`config.mk`:
```
export PLATFORM = sky130hd
export DESIGN_NAME = csv_field_tokenizer
export DESIGN_NICKNAME = d
export VERILOG_FILES = /design/src/rtl/core/csvft_pkg.sv /design/src/rtl/core/csvft_ram.sv /design/src/rtl/core/csvft_ctrl.sv /design/src/rtl/core/csvft_dp.sv /design/src/rtl/core/csv_field_tokenizer.sv
export SDC_FILE = /design/constraint.sdc
export NUM_CORES = 1
export LEC_CHECK = 0
export ABC_CLOCK_PERIOD_IN_PS = 12600
export BUFFER_PORTS_ARGS = -buffer_cell sky130_fd_sc_hd__buf_2
export CAP_MARGIN = 10
export CORE_MARGIN = 2
export CORE_UTILIZATION = 45
export DETAILED_ROUTE_END_ITERATION = 6
export SYNTH_ARGS = -nofsm -noshare
export SYNTH_HDL_FRONTEND = slang
export SYNTH_HIERARCHICAL = 1
export SYNTH_SLANG_ARGS = --single-unit
```
`constraint.sdc`:
```
create_clock -name aclk -period 12.6 [get_ports aclk]
set_clock_uncertainty 0.1 [all_clocks]
set_input_delay 2.52 -clock aclk [delete_from_list [all_inputs] [get_ports aclk]]
set_output_delay 2.52 -clock aclk [all_outputs]
set_load 0.005 [all_outputs]
```
`src/rtl/core/csvft_pkg.sv`:
```
// shared types, constants and helpers for the csv field tokenizer
`timescale 1ns / 1ps

package csvft_pkg;

    typedef logic [1:0] kind_t;

    localparam kind_t KIND_DATA      = 2'd0;
    localparam kind_t KIND_FIELD_END = 2'd1;
    localparam kind_t KIND_LINE_END  = 2'd2;
    localparam kind_t KIND_SKIPPED   = 2'd3;

    localparam logic CMD_BYTE     = 1'b0;
    localparam logic CMD_LINE_END = 1'b1;

    localparam logic [7:0] CHAR_QUOTE = 8'h22;
    localparam logic [7:0] CHAR_COMMA = 8'h2C;
    localparam logic [7:0] CHAR_HASH  = 8'h23;
    localparam logic [7:0] CHAR_SPACE = 8'h20;
    localparam logic [7:0] CHAR_TAB   = 8'h09;
    localparam logic [7:0] CHAR_CR    = 8'h0D;

    typedef enum logic [1:0] {
        MODE_UNDECIDED,
        MODE_NORMAL,
        MODE_SKIP
    } mode_t;

    typedef enum logic [1:0] {
        ST_IDLE,
        ST_READ,
        ST_HELD,
        ST_CHAR
    } state_t;

    typedef enum logic [1:0] {
        SEL_DIRECT,
        SEL_HELD,
        SEL_CHAR
    } out_sel_t;

    typedef struct packed {
        logic     accept;
        logic     load;
        out_sel_t out_sel;
        logic     rd_en;
        logic     ptr_inc;
    } ctrl_cmd_t;

    typedef struct packed {
        logic out_free;
        logic has_result;
        logic flush_need;
        logic held_last;
    } dp_status_t;

    function automatic logic is_ws(input logic [7:0] c);
        return (c == CHAR_SPACE) || ((c >= CHAR_TAB) && (c <= CHAR_CR));
    endfunction

endpackage

```
`src/rtl/core/csvft_ram.sv`:
```
// generic single-port-write ram with registered read
`timescale 1ns / 1ps

module csvft_ram #(
    parameter int WIDTH  = 8,
    parameter int DEPTH  = 15,
    parameter int ADDR_W = (DEPTH > 1) ? $clog2(DEPTH) : 1
) (
    input  logic              aclk,
    input  logic              wr_en,
    input  logic [ADDR_W-1:0] wr_addr,
    input  logic [WIDTH-1:0]  wr_data,
    input  logic              rd_en,
    input  logic [ADDR_W-1:0] rd_addr,
    output logic [WIDTH-1:0]  rd_data
);

    logic [WIDTH-1:0] mem_reg [DEPTH];
    logic [WIDTH-1:0] rd_data_reg;

    always_ff @(posedge aclk) begin
        if (wr_en) begin
            mem_reg[wr_addr] <= wr_data;
        end
        if (rd_en) begin
            rd_data_reg <= mem_reg[rd_addr];
        end
    end

    assign rd_data = rd_data_reg;

endmodule

```
`src/rtl/core/csvft_ctrl.sv`:
```
// sequencing state machine: request intake and held-space flush
`timescale 1ns / 1ps

module csvft_ctrl (
    input  logic                  aclk,
    input  logic                  aresetn,
    input  logic                  s_valid,
    output logic                  s_ready,
    input  csvft_pkg::dp_status_t status,
    output csvft_pkg::ctrl_cmd_t  cmd
);

    csvft_pkg::state_t state_reg;
    csvft_pkg::state_t state_next;

    always_ff @(posedge aclk) begin
        if (!aresetn) begin
            state_reg <= csvft_pkg::ST_IDLE;
        end else begin
            state_reg <= state_next;
        end
    end

    always_comb begin
        state_next  = state_reg;
        s_ready     = 1'b0;
        cmd.accept  = 1'b0;
        cmd.load    = 1'b0;
        cmd.out_sel = csvft_pkg::SEL_DIRECT;
        cmd.rd_en   = 1'b0;
        cmd.ptr_inc = 1'b0;
        case (state_reg)
            csvft_pkg::ST_IDLE: begin
                s_ready    = status.out_free;
                cmd.accept = s_valid && status.out_free;
                if (cmd.accept) begin
                    if (status.flush_need) begin
                        state_next = csvft_pkg::ST_READ;
                    end else begin
                        cmd.load = status.has_result;
                    end
                end
            end
            csvft_pkg::ST_READ: begin
                cmd.rd_en  = 1'b1;
                state_next = csvft_pkg::ST_HELD;
            end
            csvft_pkg::ST_HELD: begin
                cmd.out_sel = csvft_pkg::SEL_HELD;
                if (status.out_free) begin
                    cmd.load    = 1'b1;
                    cmd.ptr_inc = 1'b1;
                    state_next  = status.held_last ? csvft_pkg::ST_CHAR : csvft_pkg::ST_READ;
                end
            end
            csvft_pkg::ST_CHAR: begin
                cmd.out_sel = csvft_pkg::SEL_CHAR;
                if (status.out_free) begin
                    cmd.load   = 1'b1;
                    state_next = csvft_pkg::ST_IDLE;
                end
            end
            default: begin
                state_next = csvft_pkg::ST_IDLE;
            end
        endcase
    end

endmodule

```
`src/rtl/core/csvft_dp.sv`:
```
// tokenizer datapath: line state, held-space buffer and output register
`timescale 1ns / 1ps

module csvft_dp #(
    parameter int HELD_SPACE_DEPTH = 15
) (
    input  logic                  aclk,
    input  logic                  aresetn,
    input  logic                  cfg_wr_en,
    input  logic                  cfg_wr_data,
    input  logic                  s_command,
    input  logic [7:0]            s_char_byte,
    output logic                  m_valid,
    input  logic                  m_ready,
    output logic [7:0]            m_out_byte,
    output logic [1:0]            m_result_kind,
    output logic                  m_last_result,
    output logic                  m_ws_overflow,
    input  csvft_pkg::ctrl_cmd_t  cmd,
    output csvft_pkg::dp_status_t status
);

    localparam int CNT_W  = $clog2(HELD_SPACE_DEPTH + 1);
    localparam int ADDR_W = (HELD_SPACE_DEPTH > 1) ? $clog2(HELD_SPACE_DEPTH) : 1;
    localparam logic [CNT_W-1:0] DEPTH_C = CNT_W'(HELD_SPACE_DEPTH);

    // line state
    logic              skip_reg;
    logic              in_quotes_reg,     in_quotes_next;
    logic              quote_pending_reg, quote_pending_next;
    logic              field_started_reg, field_started_next;
    csvft_pkg::mode_t  mode_reg,          mode_next;
    logic [CNT_W-1:0]  cnt_reg,           cnt_next;
    logic              overflow_reg,      overflow_next;

    // flush bookkeeping
    logic [CNT_W-1:0]  ptr_reg;
    logic [CNT_W-1:0]  flush_len_reg;
    logic [7:0]        char_reg;
    logic              emit_ovf_reg;

    // output register
    logic              m_valid_reg;
    logic [7:0]        m_byte_reg;
    csvft_pkg::kind_t  m_kind_reg;
    logic              m_last_reg;
    logic              m_ovf_reg;

    // decode of the current request
    logic              res_valid;
    csvft_pkg::kind_t  res_kind;
    logic [7:0]        res_byte;
    logic              res_ovf;
    logic              flush_need;
    logic              ram_we;
    logic [7:0]        ram_rdata;
    logic              c_ws;
    logic              unquoted;
    logic              is_content;
    logic              is_end;
    csvft_pkg::mode_t  mode_eff;

    assign c_ws = csvft_pkg::is_ws(s_char_byte);

    always_comb begin
        in_quotes_next     = in_quotes_reg;
        quote_pending_next = quote_pending_reg;
        field_started_next = field_started_reg;
        mode_next          = mode_reg;
        cnt_next           = cnt_reg;
        overflow_next      = overflow_reg;
        res_valid          = 1'b0;
        res_kind           = csvft_pkg::KIND_DATA;
        res_byte           = 8'd0;
        res_ovf            = overflow_reg;
        flush_need         = 1'b0;
        ram_we             = 1'b0;
        unquoted           = 1'b0;
        is_content         = 1'b0;
        is_end             = 1'b0;
        mode_eff           = mode_reg;

        if (s_command == csvft_pkg::CMD_LINE_END) begin
            res_valid = 1'b1;
            if (mode_reg == csvft_pkg::MODE_SKIP
                || (mode_reg == csvft_pkg::MODE_UNDECIDED && skip_reg)) begin
                res_kind = csvft_pkg::KIND_SKIPPED;
                res_ovf  = 1'b0;
            end else begin
                res_kind = csvft_pkg::KIND_LINE_END;
            end
            in_quotes_next     = 1'b0;
            quote_pending_next = 1'b0;
            field_started_next = 1'b0;
            mode_next          = csvft_pkg::MODE_UNDECIDED;
            cnt_next           = '0;
            overflow_next      = 1'b0;
        end else begin
            // the first non-space byte decides the line
            if (mode_reg == csvft_pkg::MODE_UNDECIDED && !c_ws) begin
                if (s_char_byte == csvft_pkg::CHAR_HASH && skip_reg) begin
                    mode_eff = csvft_pkg::MODE_SKIP;
                end else begin
                    mode_eff = csvft_pkg::MODE_NORMAL;
                end
            end
            mode_next = mode_eff;

            if (mode_eff != csvft_pkg::MODE_SKIP) begin
                if (quote_pending_reg) begin
                    quote_pending_next = 1'b0;
                    if (s_char_byte == csvft_pkg::CHAR_QUOTE) begin
                        is_content = 1'b1;
                    end else begin
                        in_quotes_next = 1'b0;
                        unquoted       = 1'b1;
                    end
                end else if (in_quotes_reg) begin
                    if (s_char_byte == csvft_pkg::CHAR_QUOTE) begin
                        quote_pending_next = 1'b1;
                    end else begin
                        is_content = 1'b1;
                    end
                end else begin
                    unquoted = 1'b1;
                end

                if (unquoted) begin
                    if (s_char_byte == csvft_pkg::CHAR_QUOTE) begin
                        in_quotes_next = 1'b1;
                    end else if (s_char_byte == csvft_pkg::CHAR_COMMA) begin
                        is_end = 1'b1;
                    end else begin
                        is_content = 1'b1;
                    end
                end
            end

            if (is_end) begin
                res_valid          = 1'b1;
                res_kind           = csvft_pkg::KIND_FIELD_END;
                cnt_next           = '0;
                overflow_next      = 1'b0;
                field_started_next = 1'b0;
            end

            if (is_content) begin
                if (c_ws) begin
                    // leading space is dropped, trailing space is held
                    if (field_started_reg) begin
                        if (cnt_reg < DEPTH_C) begin
                            ram_we   = 1'b1;
                            cnt_next = cnt_reg + CNT_W'(1);
                        end else begin
                            overflow_next = 1'b1;
                        end
                    end
                end else begin
                    field_started_next = 1'b1;
                    cnt_next           = '0;
                    if (cnt_reg != '0) begin
                        flush_need = 1'b1;
                    end else begin
                        res_valid = 1'b1;
                        res_byte  = s_char_byte;
                    end
                end
            end
        end
    end

    always_ff @(posedge aclk) begin
        if (!aresetn) begin
            skip_reg          <= 1'b1;
            in_quotes_reg     <= 1'b0;
            quote_pending_reg <= 1'b0;
            field_started_reg <= 1'b0;
            mode_reg          <= csvft_pkg::MODE_UNDECIDED;
            cnt_reg           <= '0;
            overflow_reg      <= 1'b0;
            ptr_reg           <= '0;
            m_valid_reg       <= 1'b0;
        end else begin
            if (cfg_wr_en) begin
                skip_reg <= cfg_wr_data;
            end
            if (cmd.accept) begin
                in_quotes_reg     <= in_quotes_next;
                quote_pending_reg <= quote_pending_next;
                field_started_reg <= field_started_next;
                mode_reg          <= mode_next;
                cnt_reg           <= cnt_next;
                overflow_reg      <= overflow_next;
                ptr_reg           <= '0;
            end else if (cmd.ptr_inc) begin
                ptr_reg <= ptr_reg + CNT_W'(1);
            end
            if (cmd.load) begin
                m_valid_reg <= 1'b1;
            end else if (m_ready) begin
                m_valid_reg <= 1'b0;
            end
        end
    end

    always_ff @(posedge aclk) begin
        if (cmd.accept) begin
            char_reg      <= s_char_byte;
            flush_len_reg <= cnt_reg;
            emit_ovf_reg  <= overflow_reg;
        end
        if (cmd.load) begin
            case (cmd.out_sel)
                csvft_pkg::SEL_HELD: begin
                    m_byte_reg <= ram_rdata;
                    m_kind_reg <= csvft_pkg::KIND_DATA;
                    m_last_reg <= 1'b0;
                    m_ovf_reg  <= emit_ovf_reg;
                end
                csvft_pkg::SEL_CHAR: begin
                    m_byte_reg <= char_reg;
                    m_kind_reg <= csvft_pkg::KIND_DATA;
                    m_last_reg <= 1'b1;
                    m_ovf_reg  <= emit_ovf_reg;
                end
                default: begin
                    m_byte_reg <= res_byte;
                    m_kind_reg <= res_kind;
                    m_last_reg <= 1'b1;
                    m_ovf_reg  <= res_ovf;
                end
            endcase
        end
    end

    csvft_ram #(
        .WIDTH (8),
        .DEPTH (HELD_SPACE_DEPTH),
        .ADDR_W(ADDR_W)
    ) u_held_ram (
        .aclk   (aclk),
        .wr_en  (ram_we && cmd.accept),
        .wr_addr(cnt_reg[ADDR_W-1:0]),
        .wr_data(s_char_byte),
        .rd_en  (cmd.rd_en),
        .rd_addr(ptr_reg[ADDR_W-1:0]),
        .rd_data(ram_rdata)
    );

    assign status.out_free   = !m_valid_reg || m_ready;
    assign status.has_result = res_valid;
    assign status.flush_need = flush_need;
    assign status.held_last  = (ptr_reg + CNT_W'(1)) == flush_len_reg;

    assign m_valid       = m_valid_reg;
    assign m_out_byte    = m_byte_reg;
    assign m_result_kind = m_kind_reg;
    assign m_last_result = m_last_reg;
    assign m_ws_overflow = m_ovf_reg;

`ifndef NO_ASSERTIONS
    a_cnt_bound: assert property (@(posedge aclk) disable iff (!aresetn)
        cnt_reg <= DEPTH_C)
        else $error("held space count beyond buffer depth");

    a_flush_clears: assert property (@(posedge aclk) disable iff (!aresetn)
        (cmd.accept && flush_need) |=> (cnt_reg == '0 && field_started_reg
                                         && flush_len_reg != '0))
        else $error("flush start left held space state inconsistent");

    a_load_free: assert property (@(posedge aclk) disable iff (!aresetn)
        cmd.load |-> (!m_valid_reg || m_ready))
        else $error("output register overwritten while a request is pending");

    a_skip_quiet: assert property (@(posedge aclk) disable iff (!aresetn)
        (mode_reg == csvft_pkg::MODE_SKIP) |-> (!in_quotes_reg && cnt_reg == '0
                                                  && !field_started_reg))
        else $error("skipped line carries field state");
`endif

endmodule

```
`src/rtl/core/csv_field_tokenizer.sv`:
```
// Streaming CSV line tokenizer: unquotes fields, trims whitespace and
// marks field and line ends.
//
// Input channel (s_valid/s_ready): one request per line byte
// (s_command = 0, byte on s_char_byte) or one end-of-line request
// (s_command = 1). Output channel (m_valid/m_ready): data bytes, field
// end, last field end or line-skipped results; m_last_result flags the
// final result of each input request.
// A result is loaded into the output register when its request is
// accepted. A non-space byte after n held trailing spaces starts a
// flush: each held byte is read from the held-space buffer, which has
// a registered read port, and then loaded into the output register;
// the byte itself comes last, and s_ready stays low until the flush
// ends. skip_comment_lines is written through cfg_wr_en/cfg_wr_data
// while idle; the user must ensure this, the block does not. Reset
// clears all line state and sets skip_comment_lines to 1; no result
// is pending after reset. When the receiver stalls, the output
// register holds its result and s_ready drops until it is taken.
`timescale 1ns / 1ps

module csv_field_tokenizer #(
    parameter int HELD_SPACE_DEPTH = 15
) (
    input  logic       aclk,
    input  logic       aresetn,
    input  logic       cfg_wr_en,
    input  logic       cfg_wr_data,
    input  logic       s_valid,
    output logic       s_ready,
    input  logic       s_command,
    input  logic [7:0] s_char_byte,
    output logic       m_valid,
    input  logic       m_ready,
    output logic [7:0] m_out_byte,
    output logic [1:0] m_result_kind,
    output logic       m_last_result,
    output logic       m_ws_overflow
);

    csvft_pkg::ctrl_cmd_t  cmd;
    csvft_pkg::dp_status_t status;

    csvft_ctrl u_ctrl (
        .aclk   (aclk),
        .aresetn(aresetn),
        .s_valid(s_valid),
        .s_ready(s_ready),
        .status (status),
        .cmd    (cmd)
    );

    csvft_dp #(
        .HELD_SPACE_DEPTH(HELD_SPACE_DEPTH)
    ) u_dp (
        .aclk         (aclk),
        .aresetn      (aresetn),
        .cfg_wr_en    (cfg_wr_en),
        .cfg_wr_data  (cfg_wr_data),
        .s_command    (s_command),
        .s_char_byte  (s_char_byte),
        .m_valid      (m_valid),
        .m_ready      (m_ready),
        .m_out_byte   (m_out_byte),
        .m_result_kind(m_result_kind),
        .m_last_result(m_last_result),
        .m_ws_overflow(m_ws_overflow),
        .cmd          (cmd),
        .status       (status)
    );

endmodule
```
==> flow_metrics.env <==
export IMPL_worst_hold_slack_ns=0.396
export IMPL_cts_setup_buffers=0
export IMPL_grt_pass1_wl_um=22700
export IMPL_synthFlopType="edfxtp_1"
export IMPL_crit_path_end_kind="flip-flop"
export IMPL_r2r_cells=7
export IMPL_rrSetupSlack_ns=8.43
export IMPL_crit_type="input port to flip-flop"
export IMPL_seq_area_um2=4960
export IMPL_yosysWarnings=6
export IMPL_gr_total_overflow=0
export IMPL_maxCapViolations=0
export IMPL_ir_worst_vdd_mv=0.0999
export IMPL_max_clock_freq_mhz=165
export IMPL_num_rows=46
export IMPL_vias_per_cell=5.76
export IMPL_area_growth_pct=12.1
export IMPL_path_clk_slew_ns=0.07
export IMPL_clk_latency_ns=0.43
export IMPL_multi_input_area_um2=2090
export IMPL_synth_seq_cells=171
export IMPL_core_um2=15800
export IMPL_critPathArrivalTime_ns=6.00
export IMPL_die_x_um=131
export IMPL_clkPwrFrac_pct=43.1
export IMPL_swShare_pct=22.4
export IMPL_die_h_um=131
export IMPL_switching_power_w=0.000260
export IMPL_place_gp_congestion=0.861
export IMPL_worstPathMaxFanout=22
export IMPL_clock_sinks=171
export IMPL_p_leak_nw=2.60
export IMPL_fin_crit_ns=6.05
export IMPL_postLayoutCoreUtil_pct=51.4
export IMPL_n_antenna_cell=0
export IMPL_cts_tree="built"
export IMPL_wirelength_um=15000
export IMPL_grt_pass1_vias=3964
export IMPL_rsz0062_at_grt="no"
export IMPL_initial_utilization_pct=45.9
export IMPL_syn_inst=454
export IMPL_drc=0
export IMPL_worstSetupStartpoint="m_ready"
export IMPL_cts_buffers=17
export IMPL_largest_register_ffs=120
export IMPL_p_seq_share_pct=54.0
export IMPL_ys_seq_area_share_pct=68.5
export IMPL_track_usage_pct=18.6
export IMPL_max_slew_worst_pin_slew_ns=1.02
export IMPL_antenna_left=0
export IMPL_status="completed"
export IMPL_nFillCells=1348
export IMPL_cts_buffer_depth=2
export IMPL_holdBufCountCts=0
export IMPL_grt_antenna_before_repair=0
export IMPL_cts_max_level=4
export IMPL_ys_types=61
export IMPL_r2r_start="u_dp/m_valid"
export IMPL_crit_chain="buf_2, nand2b_1, nor3b_2, and2_1, nor2b_1, nor3b_1, or3b_2, nor3_1"
export IMPL_cts_resized=0
export IMPL_fin_crit_sh_pct=48.0
export IMPL_crit_required_ns=12.55
export IMPL_finalNetCount=503
export IMPL_reg2reg_to="u_dp/u_held_ram/mem_reg[0][6]"
export IMPL_min_path_type="flip-flop to flip-flop"
export IMPL_dr_pass1_iters=5
export IMPL_ios=29
export IMPL_slowest_stage="nor3_1"
export IMPL_p_per_area_nw_per_um2=143
export IMPL_drt_iter0_drc=279
export IMPL_synth_nets=474
export IMPL_grt_start_max_net_pins=43
export IMPL_hpwl_um=9330
export IMPL_p_int_w=0.000898
export IMPL_wire_per_inst_um=21.1
export IMPL_comb_power_share_pct=2.9
export IMPL_io_buffers=28
export IMPL_hold_viol=0
export IMPL_cp_start_kind="input port"
export IMPL_setup_violations=0
export IMPL_drive_gt1_share_pct=19.8
export IMPL_async_flop_share_pct=0
export IMPL_vias=4099
export IMPL_syn_area_um2=7230
export IMPL_slew_viol_final=0
export IMPL_synth_edf_count=153
export IMPL_max_stage_delay_ns=0.80
export IMPL_root_buffer="clkbuf_16"
export IMPL_finalSetupTns_ns=0
export IMPL_syn_area_per_cell_um2=15.9
export IMPL_relSlewSlack_pct=31.4
export IMPL_die_area_um2=17100
export IMPL_cp_endpoint="u_dp/u_held_ram/mem_reg[0][6]"
-- power by group through the flow --
| stage | Clock [W] | Sequential, W | Combinational (W) |
|---|---|---|---|
| after floorplan | 0 | 0.000638 | 0.0000153 |
| after global placement | 0 | 0.000638 | 0.0000325 |
| after detailed placement | 0 | 0.000638 | 0.0000335 |
| after CTS | 0.000508 | 0.000626 | 0.0000335 |
| after global routing | 0.000530 | 0.000626 | 0.0000369 |
| final | 0.000498 | 0.000626 | 0.0000335 |
-- routing by layer --
| metal | vias up | global-route usage, % | wire length [um] |
|---|---|---|---|
| met5 | - | 0 | 0 |
| met4 | 0 | 5.76 | 180 |
| met3 | 16 | 4.64 | 974 |
| met2 | 156 | 29.8 | 7250 |
| met1 | 2075 | 25.5 | 6630 |
| li1 | 1852 | - | - |
-- Yosys cell counts (8+ instances only) --
library cell / number / area (um^2)
nand2b_1: 12 / 75.1
inv_1: 11 / 41.3
clkbuf_1: 10 / 37.5
nand3_1: 10 / 50.1
dfxtp_1: 18 / 360
nor2_1: 23 / 86.3
o21ai_0: 12 / 60.1
edfxtp_1: 153 / 4590
mux2i_1: 10 / 100
a22oi_1: 8 / 60.1
mux4_2: 22 / 495
and2_1: 10 / 62.6
o2bb2ai_1: 9 / 78.8
nand2_1: 25 / 93.8
-- logic make-up (layout without fill, tap and decap cells) --
family                     count (synthesis)  after routing  share of synthesized area (%)
muxes                                     35             35                           9.12
DFF                                      171            171                           68.5
buffers and inverters                     34             76                           2.56
adders and majority gates                  5              5                          0.865
and+or+nand+nor                          123            123                           9.67
xor gates and xnor gates                  10             10                           1.21
AOI/OAI and AO/OA                         76             76                           8.08
-- area by class of cell --
class | instances | area share, %
flip-flops and latches | 171 | 61.1
repair buffers | 33 | 2.19
inverters | 11 | 0.509
multi-input cells | 249 | 25.8
well taps | 216 | 3.33
clock buffers | 17 | 5.25
clock inverters | 15 | 1.77
-- how the worst min path moves through the flow --
stage	startpoint	endpoint	slack, ns	depth (start not counted)
floorplan	u_dp/overflow_reg	u_dp/emit_ovf_reg	0.32	0
global placement	u_dp/overflow_reg	u_dp/emit_ovf_reg	0.35	0
detailed placement	u_dp/overflow_reg	u_dp/emit_ovf_reg	0.37	0
CTS	u_dp/overflow_reg	u_dp/emit_ovf_reg	0.39	0
global route	u_dp/overflow_reg	u_dp/emit_ovf_reg	0.40	0
finish	u_dp/overflow_reg	u_dp/emit_ovf_reg	0.40	0
-- stage by stage --
step           std cells  setup slack [ns]  area [um^2]  total power [W]
2_1_floorplan        454              6.80         7230         0.000653
3_3_place_gp         680              6.34         7540         0.000670
3_5_place_dp         680              6.18         7540         0.000672
4_1_cts              712              6.57         8110          0.00117
5_1_grt              712              6.33         8110          0.00119
6_report             712              6.55         8110          0.00116
-- worst max-delay path: cells and delay by family --
kind / cells / cell delay (ns)
buf+inv: 1 / 0.07
simple gates: 7 / 3.39
-- cell usage in the layout, fill, tap and decap left out, types with 7 or more instances in the layout --
cell / synthesis / routed
edfxtp_1: 153 / 153
buf_2: 3 / 28
nand2_1: 25 / 25
nor2_1: 23 / 23
mux4_2: 22 / 22
clkbuf_16: 0 / 17
dfxtp_1: 18 / 17
nand2b_1: 12 / 12
o21ai_0: 12 / 12
inv_1: 11 / 11
and2_1: 10 / 10
nand3_1: 10 / 10
mux2i_1: 10 / 10
o2bb2ai_1: 9 / 9
inv_6: 0 / 8
a22oi_1: 8 / 8
nor2b_1: 7 / 7
a22o_1: 7 / 7
a221o_1: 7 / 7
No activity file was read; power rests on OpenSTA's default activity.
